===== src/rtl/fxalu_pkg.sv =====
// shared types and command codes for the q24.8 fixed-point alu
`timescale 1ns / 1ps
package fxalu_pkg;

  typedef enum logic [3:0] {
    CmdAdd     = 4'd0,
    CmdSub     = 4'd1,
    CmdMul     = 4'd2,
    CmdDiv     = 4'd3,
    CmdGt      = 4'd4,
    CmdLt      = 4'd5,
    CmdGe      = 4'd6,
    CmdLe      = 4'd7,
    CmdEq      = 4'd8,
    CmdNe      = 4'd9,
    CmdMin     = 4'd10,
    CmdMax     = 4'd11,
    CmdInc     = 4'd12,
    CmdDec     = 4'd13,
    CmdFromInt = 4'd14,
    CmdToInt   = 4'd15
  } cmd_e;

  // which back-end unit carries out an item
  typedef enum logic [1:0] {
    UnitSimple = 2'd0,
    UnitMul    = 2'd1,
    UnitDiv    = 2'd2
  } unit_e;

endpackage


===== src/rtl/fixed_point_alu_q24_8_top.sv =====
// top level of the q24.8 fixed-point alu
//
//  channel  | handshake   | payload
//  ---------+-------------+-----------------------------------------
//  input    | push / full | command_i, operand_a_i, operand_b_i
//  result   | empty / pop | result_value_o, compare_true_o,
//           |             | divide_by_zero_o
//
// one item per cycle for all commands except divide while the result queue
// has room; items pass front, execute and output registers. a divide with
// nonzero divisor holds the execute stage for the one-bit-per-cycle divider.
// reset clears all valid and queue state; payload registers are not reset.
// a full result queue stalls the execute pipe, which stalls the input side.
`timescale 1ns / 1ps
module fixed_point_alu_q24_8_top #(
  parameter int FRAC_BITS  = 8,
  parameter int DATA_WIDTH = 32
) (
  input  logic                         clk_i,
  input  logic                         rst_ni,
  input  logic                         push,
  output logic                         full,
  input  logic [3:0]                   command_i,
  input  logic signed [DATA_WIDTH-1:0] operand_a_i,
  input  logic signed [DATA_WIDTH-1:0] operand_b_i,
  output logic                         empty,
  input  logic                         pop,
  output logic signed [DATA_WIDTH-1:0] result_value_o,
  output logic                         compare_true_o,
  output logic                         divide_by_zero_o
);

  logic                         f_valid, f_ready;
  fxalu_pkg::cmd_e              f_cmd;
  fxalu_pkg::unit_e             f_unit;
  logic signed [DATA_WIDTH-1:0] f_a, f_b;
  logic                         b_valid, b_ready;
  logic signed [DATA_WIDTH-1:0] b_res;
  logic                         b_cmp, b_dz;

  fxalu_front #(.DataWidth(DATA_WIDTH)) u_front (
    .clk_i      (clk_i),
    .rst_ni     (rst_ni),
    .push       (push),
    .full       (full),
    .command_i  (command_i),
    .operand_a_i(operand_a_i),
    .operand_b_i(operand_b_i),
    .valid_o    (f_valid),
    .ready_i    (f_ready),
    .cmd_o      (f_cmd),
    .unit_o     (f_unit),
    .a_o        (f_a),
    .b_o        (f_b)
  );

  fxalu_back #(.DataWidth(DATA_WIDTH), .FracBits(FRAC_BITS)) u_back (
    .clk_i   (clk_i),
    .rst_ni  (rst_ni),
    .valid_i (f_valid),
    .ready_o (f_ready),
    .cmd_i   (f_cmd),
    .unit_i  (f_unit),
    .a_i     (f_a),
    .b_i     (f_b),
    .valid_o (b_valid),
    .ready_i (b_ready),
    .result_o(b_res),
    .cmp_o   (b_cmp),
    .dz_o    (b_dz)
  );

  fxalu_outq #(.DataWidth(DATA_WIDTH)) u_outq (
    .clk_i   (clk_i),
    .rst_ni  (rst_ni),
    .valid_i (b_valid),
    .ready_o (b_ready),
    .result_i(b_res),
    .cmp_i   (b_cmp),
    .dz_i    (b_dz),
    .empty   (empty),
    .pop     (pop),
    .result_o(result_value_o),
    .cmp_o   (compare_true_o),
    .dz_o    (divide_by_zero_o)
  );

endmodule


===== src/rtl/fxalu_front.sv =====
// front end: single-register input stage that classifies and forwards items
`timescale 1ns / 1ps
module fxalu_front #(
  parameter int DataWidth = 32
) (
  input  logic                        clk_i,
  input  logic                        rst_ni,
  input  logic                        push,
  output logic                        full,
  input  logic [3:0]                  command_i,
  input  logic signed [DataWidth-1:0] operand_a_i,
  input  logic signed [DataWidth-1:0] operand_b_i,
  output logic                        valid_o,
  input  logic                        ready_i,
  output fxalu_pkg::cmd_e             cmd_o,
  output fxalu_pkg::unit_e            unit_o,
  output logic signed [DataWidth-1:0] a_o,
  output logic signed [DataWidth-1:0] b_o
);

  logic                        valid_q, valid_d;
  fxalu_pkg::cmd_e             cmd_q;
  fxalu_pkg::unit_e            unit_q;
  logic signed [DataWidth-1:0] a_q, b_q;
  fxalu_pkg::unit_e            unit_c;
  logic                        load;

  always_comb begin
    unique case (fxalu_pkg::cmd_e'(command_i))
      fxalu_pkg::CmdMul: unit_c = fxalu_pkg::UnitMul;
      fxalu_pkg::CmdDiv: unit_c = fxalu_pkg::UnitDiv;
      default:           unit_c = fxalu_pkg::UnitSimple;
    endcase
  end

  assign full    = valid_q && !ready_i;
  assign load    = push && !full;
  assign valid_d = load ? 1'b1 : (ready_i ? 1'b0 : valid_q);

  always_ff @(posedge clk_i or negedge rst_ni) begin
    if (!rst_ni) begin
      valid_q <= 1'b0;
    end else begin
      valid_q <= valid_d;
    end
  end

  always_ff @(posedge clk_i) begin
    if (load) begin
      cmd_q  <= fxalu_pkg::cmd_e'(command_i);
      unit_q <= unit_c;
      a_q    <= operand_a_i;
      b_q    <= operand_b_i;
    end
  end

  assign valid_o = valid_q;
  assign cmd_o   = cmd_q;
  assign unit_o  = unit_q;
  assign a_o     = a_q;
  assign b_o     = b_q;

endmodule


===== src/rtl/fxalu_div.sv =====
// iterative signed divider, one quotient bit per cycle, dividend a << frac
`timescale 1ns / 1ps
module fxalu_div #(
  parameter int DataWidth = 32,
  parameter int FracBits  = 8
) (
  input  logic                        clk_i,
  input  logic                        rst_ni,
  input  logic                        start_i,
  input  logic signed [DataWidth-1:0] a_i,
  input  logic signed [DataWidth-1:0] b_i,
  output logic                        done_o,
  output logic [DataWidth-1:0]        quot_o
);

  localparam int NumW = DataWidth + FracBits;
  localparam int CntW = $clog2(NumW + 1);

  logic            busy_q, done_q, neg_q;
  logic [CntW-1:0] cnt_q;
  logic [NumW-1:0] num_q;
  logic [DataWidth:0] rem_q, div_q;
  logic [DataWidth:0] rem_sh, rem_sub;
  logic [DataWidth-1:0] mag_a, mag_b;
  logic [NumW-1:0] qbits_q;

  assign mag_a   = a_i[DataWidth-1] ? DataWidth'(-a_i) : a_i;
  assign mag_b   = b_i[DataWidth-1] ? DataWidth'(-b_i) : b_i;
  assign rem_sh  = {rem_q[DataWidth-1:0], num_q[NumW-1]};
  assign rem_sub = rem_sh - div_q;

  // done stays high until the next start so a blocked consumer keeps the quotient
  always_ff @(posedge clk_i or negedge rst_ni) begin
    if (!rst_ni) begin
      busy_q <= 1'b0;
      done_q <= 1'b0;
      cnt_q  <= '0;
    end else begin
      if (start_i) begin
        busy_q <= 1'b1;
        done_q <= 1'b0;
        cnt_q  <= CntW'(NumW);
      end else if (busy_q) begin
        cnt_q <= cnt_q - 1'b1;
        if (cnt_q == CntW'(1)) begin
          busy_q <= 1'b0;
          done_q <= 1'b1;
        end
      end
    end
  end

  always_ff @(posedge clk_i) begin
    if (start_i) begin
      num_q   <= {mag_a, {FracBits{1'b0}}};
      div_q   <= {1'b0, mag_b};
      rem_q   <= '0;
      qbits_q <= '0;
      neg_q   <= a_i[DataWidth-1] ^ b_i[DataWidth-1];
    end else if (busy_q) begin
      num_q <= num_q << 1;
      if (!rem_sub[DataWidth]) begin
        rem_q   <= rem_sub;
        qbits_q <= {qbits_q[NumW-2:0], 1'b1};
      end else begin
        rem_q   <= rem_sh;
        qbits_q <= {qbits_q[NumW-2:0], 1'b0};
      end
    end
  end

  assign done_o = done_q;
  assign quot_o = neg_q ? DataWidth'(-qbits_q) : qbits_q[DataWidth-1:0];

endmodule


===== src/rtl/fxalu_back.sv =====
// back end: two-stage execute pipe with one iterative divider
`timescale 1ns / 1ps
module fxalu_back #(
  parameter int DataWidth = 32,
  parameter int FracBits  = 8
) (
  input  logic                        clk_i,
  input  logic                        rst_ni,
  input  logic                        valid_i,
  output logic                        ready_o,
  input  fxalu_pkg::cmd_e             cmd_i,
  input  fxalu_pkg::unit_e            unit_i,
  input  logic signed [DataWidth-1:0] a_i,
  input  logic signed [DataWidth-1:0] b_i,
  output logic                        valid_o,
  input  logic                        ready_i,
  output logic signed [DataWidth-1:0] result_o,
  output logic                        cmp_o,
  output logic                        dz_o
);

  localparam int ProdW = 2 * DataWidth;

  // stage 1: simple ops, or a registered product, or divider launch
  logic                        s1_valid_q;
  logic                        s1_mul_q, s1_div_q;
  logic signed [DataWidth-1:0] s1_res_q;
  logic                        s1_cmp_q, s1_dz_q;
  logic signed [ProdW-1:0]     s1_prod_q;
  logic                        s1_adv, take;
  logic                        div_done, div_start;
  logic [DataWidth-1:0]        div_quot;
  logic                        div_wait;
  logic signed [DataWidth-1:0] res_c;
  logic                        cmp_c, lt_ab, lt_ba;
  logic signed [ProdW-1:0]     prod_sh;
  logic signed [DataWidth-1:0] out_res;

  // output register
  logic                        o_valid_q;
  logic signed [DataWidth-1:0] o_res_q;
  logic                        o_cmp_q, o_dz_q;

  assign lt_ab = a_i < b_i;
  assign lt_ba = b_i < a_i;

  always_comb begin
    res_c = '0;
    cmp_c = 1'b0;
    case (cmd_i)
      fxalu_pkg::CmdAdd:     res_c = a_i + b_i;
      fxalu_pkg::CmdSub:     res_c = a_i - b_i;
      fxalu_pkg::CmdGt:      cmp_c = lt_ba;
      fxalu_pkg::CmdLt:      cmp_c = lt_ab;
      fxalu_pkg::CmdGe:      cmp_c = !lt_ab;
      fxalu_pkg::CmdLe:      cmp_c = !lt_ba;
      fxalu_pkg::CmdEq:      cmp_c = (a_i == b_i);
      fxalu_pkg::CmdNe:      cmp_c = (a_i != b_i);
      fxalu_pkg::CmdMin:     res_c = lt_ba ? b_i : a_i;
      fxalu_pkg::CmdMax:     res_c = lt_ab ? b_i : a_i;
      fxalu_pkg::CmdInc:     res_c = a_i + DataWidth'(1);
      fxalu_pkg::CmdDec:     res_c = a_i - DataWidth'(1);
      fxalu_pkg::CmdFromInt: res_c = a_i <<< FracBits;
      fxalu_pkg::CmdToInt:   res_c = a_i >>> FracBits;
      default: ;
    endcase
  end

  // stage 1 holds while divider runs or output is blocked
  assign div_wait = s1_valid_q && s1_div_q && !s1_dz_q && !div_done;
  assign s1_adv   = !s1_valid_q || ((!o_valid_q || ready_i) && !div_wait);
  assign take     = valid_i && s1_adv;
  assign ready_o  = s1_adv;
  assign div_start = take && unit_i == fxalu_pkg::UnitDiv && b_i != '0;

  fxalu_div #(
    .DataWidth(DataWidth),
    .FracBits (FracBits)
  ) u_div (
    .clk_i  (clk_i),
    .rst_ni (rst_ni),
    .start_i(div_start),
    .a_i    (a_i),
    .b_i    (b_i),
    .done_o (div_done),
    .quot_o (div_quot)
  );

  always_ff @(posedge clk_i or negedge rst_ni) begin
    if (!rst_ni) begin
      s1_valid_q <= 1'b0;
      o_valid_q  <= 1'b0;
    end else begin
      if (s1_adv) begin
        s1_valid_q <= valid_i;
      end
      if (s1_adv && s1_valid_q) begin
        o_valid_q <= 1'b1;
      end else if (ready_i) begin
        o_valid_q <= 1'b0;
      end
    end
  end

  // signed 32x32 product, full width
  always_ff @(posedge clk_i) begin
    if (take) begin
      s1_mul_q  <= unit_i == fxalu_pkg::UnitMul;
      s1_div_q  <= unit_i == fxalu_pkg::UnitDiv;
      s1_res_q  <= res_c;
      s1_cmp_q  <= cmp_c;
      s1_dz_q   <= unit_i == fxalu_pkg::UnitDiv && b_i == '0;
      s1_prod_q <= a_i * b_i;
    end
  end

  assign prod_sh = s1_prod_q >>> FracBits;

  always_comb begin
    if (s1_mul_q) begin
      out_res = prod_sh[DataWidth-1:0];
    end else if (s1_div_q) begin
      out_res = s1_dz_q ? '0 : div_quot;
    end else begin
      out_res = s1_res_q;
    end
  end

  always_ff @(posedge clk_i) begin
    if (s1_adv && s1_valid_q) begin
      o_res_q <= out_res;
      o_cmp_q <= s1_cmp_q && !s1_mul_q && !s1_div_q;
      o_dz_q  <= s1_div_q && s1_dz_q;
    end
  end

  assign valid_o  = o_valid_q;
  assign result_o = o_res_q;
  assign cmp_o    = o_cmp_q;
  assign dz_o     = o_dz_q;

endmodule


===== src/rtl/fxalu_outq.sv =====
// small result queue that drives the empty/pop side
`timescale 1ns / 1ps
module fxalu_outq #(
  parameter int DataWidth = 32
) (
  input  logic                        clk_i,
  input  logic                        rst_ni,
  input  logic                        valid_i,
  output logic                        ready_o,
  input  logic signed [DataWidth-1:0] result_i,
  input  logic                        cmp_i,
  input  logic                        dz_i,
  output logic                        empty,
  input  logic                        pop,
  output logic signed [DataWidth-1:0] result_o,
  output logic                        cmp_o,
  output logic                        dz_o
);

  localparam int EntW = DataWidth + 2;

  logic [EntW-1:0] mem_q [2];
  logic            wp_q, rp_q;
  logic [1:0]      cnt_q;
  logic            wr, rd;
  logic [EntW-1:0] head;

  assign ready_o = cnt_q != 2'd2;
  assign wr      = valid_i && ready_o;
  assign empty   = cnt_q == 2'd0;
  assign rd      = pop && !empty;

  always_ff @(posedge clk_i or negedge rst_ni) begin
    if (!rst_ni) begin
      wp_q  <= 1'b0;
      rp_q  <= 1'b0;
      cnt_q <= '0;
    end else begin
      if (wr) wp_q <= !wp_q;
      if (rd) rp_q <= !rp_q;
      cnt_q <= cnt_q + {1'b0, wr} - {1'b0, rd};
    end
  end

  always_ff @(posedge clk_i) begin
    if (wr) begin
      mem_q[wp_q] <= {result_i, cmp_i, dz_i};
    end
  end

  assign head     = mem_q[rp_q];
  assign result_o = head[EntW-1:2];
  assign cmp_o    = head[1];
  assign dz_o     = head[0];

endmodule


===== config.mk =====
export PLATFORM = sky130hd
export DESIGN_NAME = fixed_point_alu_q24_8_top
export DESIGN_NICKNAME = d
export VERILOG_FILES = /design/src/rtl/fxalu_pkg.sv /design/src/rtl/fixed_point_alu_q24_8_top.sv /design/src/rtl/fxalu_front.sv /design/src/rtl/fxalu_div.sv /design/src/rtl/fxalu_back.sv /design/src/rtl/fxalu_outq.sv
export SDC_FILE = /design/constraint.sdc
export NUM_CORES = 2
export LEC_CHECK = 0
export ABC_AREA = 0
export BUFFER_PORTS_ARGS = -buffer_cell sky130_fd_sc_hd__buf_2
export CAP_MARGIN = 20
export CELL_PAD_IN_SITES_DETAIL_PLACEMENT = 0
export CELL_PAD_IN_SITES_GLOBAL_PLACEMENT = 1
export CORE_ASPECT_RATIO = 1.25
export CORE_MARGIN = 1
export CORE_UTILIZATION = 43
export CTS_CLUSTER_SIZE = 10
export DETAILED_ROUTE_END_ITERATION = 7
export GPL_ROUTABILITY_DRIVEN = 0
export GPL_TIMING_DRIVEN = 0
export PLACE_DENSITY = 0.75
export SYNTH_ARGS = -nofsm -noshare
export SYNTH_HDL_FRONTEND = slang
export SYNTH_SLANG_ARGS = --single-unit

===== constraint.sdc =====
create_clock -name clk_i -period 22.7 [get_ports clk_i]
set_input_delay 4.54 -clock clk_i [delete_from_list [all_inputs] [get_ports clk_i]]
set_output_delay 4.54 -clock clk_i [all_outputs]
set_load 0.03 [all_outputs]

After elaboration in Yosys (flattened, before gate mapping)
Memories as Yosys holds them, arrays and structs flattened.
Index checks and enable logic that the tools add are counted.
{"block": "totals", "elab_cells": 135, "in_bits": 72, "register_bits": 324, "ramBits": 68, "out_inout_bits": 36, "mem_count": 1}
{"block": "classes", "muxes": 29, "add_sub_neg": 11, "n_reduce_logical": 41, "multipliers": 1, "bitwise": 1, "n_lt_le_gt_ge": 2, "n_eq_ne": 21}
{"memory": "u_outq.mem_q", "depth": 2, "word_bits": 34, "read_ports": 1, "rd_ports_with_merged_regs": 0, "write_ports": 1, "line": "fxalu_outq.sv:22", "text": "logic [EntW-1:0] mem_q [2];"}
{"operator": "two-way mux 32 bit", "n": 8}
{"operator": "case mux 32 bit (8 select lines)", "n": 1}
{"operator": "negation 32 bit", "n": 3}
{"operator": "two-way mux 40 bit", "n": 2}
{"operator": "less-than comparator 32 bit", "n": 2}
{"operator": "multiplier 32 x 32 -> 40 bit", "n": 1}
{"operator": "subtractor 33 x 32 -> 33 bit", "n": 1}
{"operator": "adder 32 x 2 -> 32 bit, second input constant", "n": 1}
{"operator": "adder 32 bit", "n": 1}
{"operator": "equality test 32 bit", "n": 1}
{"operator": "equality test 4 bit, second input constant", "n": 8}
{"operator": "zero test 32 bit", "n": 1}
{"operator": "!= test 32 bit", "n": 1}
{"operator": "nonzero test 32 bit", "n": 1}
{"operator": "subtractor 32 x 2 -> 32 bit, second input constant", "n": 1}
{"operator": "subtractor 32 bit", "n": 1}
{"operator": "two-way mux 31 bit", "n": 1}
{"operator": "equality test 4 x 3 -> 1 bit, second input constant", "n": 4}
{"operator": "logical AND 1 bit", "n": 16}
{"operator": "zero test 1 bit", "n": 14}
{"operator": "two-way mux 1 bit", "n": 13}
{"operator": "two-way mux 6 bit", "n": 2}
{"operator": "equality test 4 x 2 -> 1 bit, second input constant", "n": 2}
{"operator": "nonzero test 2 bit", "n": 4}
{"operator": "other kinds (15)", "n": 16}

Depth between registers and ports, before layout
{"block": "depth", "depth_word": 11, "mapped_depth": 29, "ltp_nobuf": 27}

Hierarchy
A second synthesis with hierarchy kept.
{"block": "hier_totals", "cells_unflattened": 4744, "area_unflattened_um2": 45954.1}
{"module": "fxalu_back", "area_each_um2": 32018.2, "cells_per_inst": 3521, "n_inst": 1}
{"module": "fxalu_div", "area_each_um2": 8953.6, "cells_per_inst": 1022, "n_inst": 1}
{"module": "fxalu_outq", "area_each_um2": 2801.4, "cells_per_inst": 123, "n_inst": 1}
{"module": "fxalu_front", "area_each_um2": 2180.8, "cells_per_inst": 78, "n_inst": 1}

Worst setup path after synthesis
No wires, ideal clock.
{"block": "synth_timing", "path_kind": "flip-flop to flip-flop", "from": "register u_front.b_q[8], in the netlist u_front.b_o[8]", "to": "register u_back.s1_prod_q[39] (data pin)", "required_time_ps": 22442, "slack_ps": 15006, "setup_ps": 258, "t_arrival_ps": 7437, "n_path_buf": 3, "period_less_slack_ps": 7694, "stages_incl_launch_ff": 25, "cell_sequence": "edfxtp_1 clkbuf_1 clkbuf_1 clkbuf_1 nand2_1 fa_1 fa_1 fa_1 fa_1 inv_1 fa_1 fa_1 fa_1 fa_1 ha_1 a21o_1 a21o_1 a21o_1 a21o_1 a21o_1 a21o_1 a221oi_1 o211ai_1 a31o_2 xnor2_1"}
{"block": "synth_via", "elab_chain_cells": 1}
{"element": "start, declared", "line": "fxalu_front.sv:24", "text": "logic signed [DataWidth-1:0] a_q, b_q;"}
{"element": "start signal, assigned", "line": "fxalu_front.sv:53", "text": "b_q <= operand_b_i;"}
{"element": "multiplier 32 x 32 -> 40 bit", "line": "fxalu_back.sv:113", "text": "s1_prod_q <= a_i * b_i;"}
{"element": "end signal, assigned", "line": "fxalu_back.sv:113"}
{"element": "end, declared", "line": "fxalu_back.sv:29", "text": "logic signed [ProdW-1:0] s1_prod_q;"}
Every way passes these cells.
A chain may end at the register's enable or synchronous reset.

Final worst setup path
{"block": "layout_timing", "from": "register u_front.a_q[0], in the netlist u_front.a_o[0]", "to": "register u_back.s1_prod_q[38] (data pin)"}
{"block": "layout_via", "elab_chain_cells": 1}
{"element": "start, declared", "line": "fxalu_front.sv:24"}
{"element": "start signal, assigned", "line": "fxalu_front.sv:52", "text": "a_q <= operand_a_i;"}
{"element": "multiplier 32 x 32 -> 40 bit", "line": "fxalu_back.sv:113"}
Every way passes these cells.

==> impl_metrics.ini <==
[global_routing]
grt_use_total_pct = 31.3
grt_pass1_wl_um = 243000
grt_pass1_vias = 36837
globalRouteOverflowTotal = 0
grt_max_degree = 50
antenna_found_initial = 14

[floorplan]
die-area_um2 = 107000
ioPinCount = 108
num_rows = 133
core_region_area_um2 = 105000
die_height_um = 366
initial_utilization_pct = 43.4
die_w_um = 293

[hold_path]
hold_end = u_outq.mem_q[1][30]$_DFFE_PP_
holdPathStages = 0
min-delay-start = u_back.result_o[28]$_DFFE_PP_
hold_class = register to register

[place]
numPortBuffers = 107
pre_cts_ws_ns = 11.76
hpwlAfterDp_um = 135000

[synthesis]
synth_warnings = 0
syn_area_per_cell_um2 = 9.69
netlist-cell-type-count = 81
syn-num-nets = 5692
synth_cells = 4699
async_flop_share_pct = 3.91
syn_area_um2 = 45500
synth_area_leaders = fa_1 (28%), edfxtp_1 (20%), ha_1 (7.6%), inv_1 (6.3%), and2_1 (5.4%)
synth-seq-cells = 384
synth_most_common_cell = inv_1
yosysTopAreaCellShare_pct = 28.4
yosysSeqAreaShare_pct = 23.7
synth-edff-count = 305
synth_common_cells = inv_1 (766), fa_1 (645), nand2_1 (459), and2_1 (391), edfxtp_1 (305)
synth_area_leader_cell = fa_1
ys.flop_type = edfxtp_1

[timing]
hold_ws_ns = 0.437
tns_ns = 0
max_slew_margin_pct = 13.1
fmax_mhz = 87.4
rsz0062_at_grt = false
fin_crit_sh_pct = 50.4
period_needed_ns = 11.45
hold_violations = 0
finalSetupViolations = 0
worst_pin_slew_ns = 1.30
fin_skew_ns = 0.0776
setup_slack_ns = 11.25
slew_viol_final = 0

[setup_path]
cp-end-kind = register
rrSetupSlack_ns = 11.25
worstReg2RegStart = u_front.a_o[0]$_DFFE_PP_
worstPathMaxFanout = 12
crit_top_cell = fa_1
slowest_delay_ns = 0.96
reg2reg_to = u_back.s1_prod_q[38]$_DFFE_PP_
cp-start-kind = register
ff2ff_path_depth = 27
path_class = register to register
crit_slowest_cell = clkbuf_1
arrival_ns = 11.73
required_ns = 22.98

[layout]
layout-drive-gt1-share_pct = 5.48
final_util_pct = 47.3
nets = 5866
area_growth_pct = 9.11

[drt]
wire_per_inst_um = 26.1
drtIter0Drc = 3369
drtAntennaViolNets = 0
drt-vias-per-instance = 5.65
routed-via-count = 35772
firstDrtPassIters = 7
wirelength_um = 165000
drcViolationCount = 0

[outcome]
status = completed

[clock_network]
cts_made_buffers = 47
clkSlewWorstSetupHoldPaths_ns = 0.06
clockRootBuffer = clkbuf_16
tritoncts = done
post_cts_buffers = 0
post_cts_resized = 0
clock-sinks = 384
h-tree-depth = 2
cts_hold_buf = 0
clock_latency_ns = 0.67
clockBufferDepth = 3

[run]
cap_violations = 0
[cell usage in the layout, fill, tap and decap left out, types with 18 or more instances in the layout]
master | synthesis | routed
inv_1 | 766 | 765
fa_1 | 645 | 645
nand2_1 | 459 | 459
and2_1 | 391 | 390
edfxtp_1 | 305 | 305
ha_1 | 276 | 276
clkbuf_1 | 242 | 262
o21ai_0 | 196 | 196
nor2_1 | 188 | 186
xnor2_1 | 183 | 183
a21oi_1 | 142 | 142
buf_2 | 4 | 111
xor2_1 | 99 | 99
mux2i_1 | 65 | 65
dfxtp_1 | 64 | 64
nor3_1 | 50 | 50
clkbuf_16 | 0 | 47
a21o_1 | 46 | 46
nand3_1 | 41 | 41
mux2_2 | 37 | 37
nand2b_1 | 35 | 34
a221o_1 | 31 | 31
a22oi_1 | 28 | 28
nand4_1 | 23 | 23
o21a_1 | 23 | 23
nor2b_1 | 22 | 22
a222oi_1 | 21 | 21
o31ai_1 | 20 | 20
o211ai_1 | 19 | 19
buf_1 | 18 | 18
or3_1 | 18 | 18
a211oi_1 | 18 | 18
[layer usage]
layer  global-route usage, %  vias up  wire (µm)
li1                        -    15506          -
met2                    51.5     1717      77600
met4                    23.2        8      15000
met1                    35.8    17916      59200
met5                  0.0452        -         56
met3                    6.84      625      13400
[flip-flops by register name, indices dropped and copies added, names as in the netlist, 4 cells and up]
name and cells:
u_back.result_o 32, u_back.s1_prod_q 32, u_front.a_o 32, u_back.u_div.qbits_q 32
u_outq.mem_q 68, u_front.cmd_o 4, u_front.b_o 32, u_back.s1_res_q 32
u_back.u_div.cnt_q 6, u_back.u_div.num_q 32, u_back.u_div.div_q 32, u_back.u_div.rem_q 32
[layout make-up]
class | count | area, µm²
diodes | 6 | 15.0
clock inverters | 10 | 175
clock buffers | 73 | 1310
fillers | 10148 | 55300
inverters | 770 | 2890
multi-input cells | 3280 | 30900
well taps | 1417 | 1770
repair buffers | 125 | 847
plain buffers | 265 | 1010
flip-flops and latches | 384 | 10800
[critical path: cells and delay by family (launching register included)]
kind                       cells  cell delay, ns
AOI/OAI and AO/OA              8            3.35
buffers and inverters          7            2.82
adders and majority gates      9            3.48
and+or+nand+nor                3            0.61
DFF                            1            0.76
[cells by family (layout without fill, tap and decap cells)]
group | count (synthesis) | count (layout) | share of synthesized area (%)
buffers and inverters | 1035 | 1243 | 8.56
XOR/XNOR | 282 | 282 | 5.42
other | 0 | 6 | 0
adder cells (fa/ha/maj) | 921 | 921 | 35.9
AND/OR/NAND/NOR | 1322 | 1322 | 14.6
multiplexers | 102 | 102 | 2.34
AO/OA/AOI/OAI | 653 | 653 | 9.38
flip-flops | 384 | 384 | 23.7
[metrics by stage]
| stage | std cells | instance area, µm² |
|---|---|---|
| finish | 6330 | 49700 |
| global route | 6327 | 49700 |
| CTS | 6320 | 49600 |
| detailed placement | 6237 | 48100 |
| global placement | 6223 | 47900 |
| floorplan | 4699 | 45500 |
[worst max path at each step]
stage	from	end	slack [ns]	depth (start not counted)
after floorplan	u_front.b_o[8]$_DFFE_PP_	u_back.s1_prod_q[39]$_DFFE_PP_	15.01	24
after global placement	u_front.a_o[12]$_DFFE_PP_	u_back.s1_prod_q[38]$_DFFE_PP_	11.35	27
after detailed placement	u_front.b_o[8]$_DFFE_PP_	u_back.s1_prod_q[38]$_DFFE_PP_	11.76	27
after CTS	u_front.a_o[0]$_DFFE_PP_	u_back.s1_prod_q[38]$_DFFE_PP_	11.70	27
after global routing	u_front.a_o[0]$_DFFE_PP_	u_back.s1_prod_q[38]$_DFFE_PP_	11.28	27
final	u_front.a_o[0]$_DFFE_PP_	u_back.s1_prod_q[38]$_DFFE_PP_	11.25	27
Power is not shown: default switching activity piles up to over one toggle a cycle in this logic, so the estimate is an artifact.
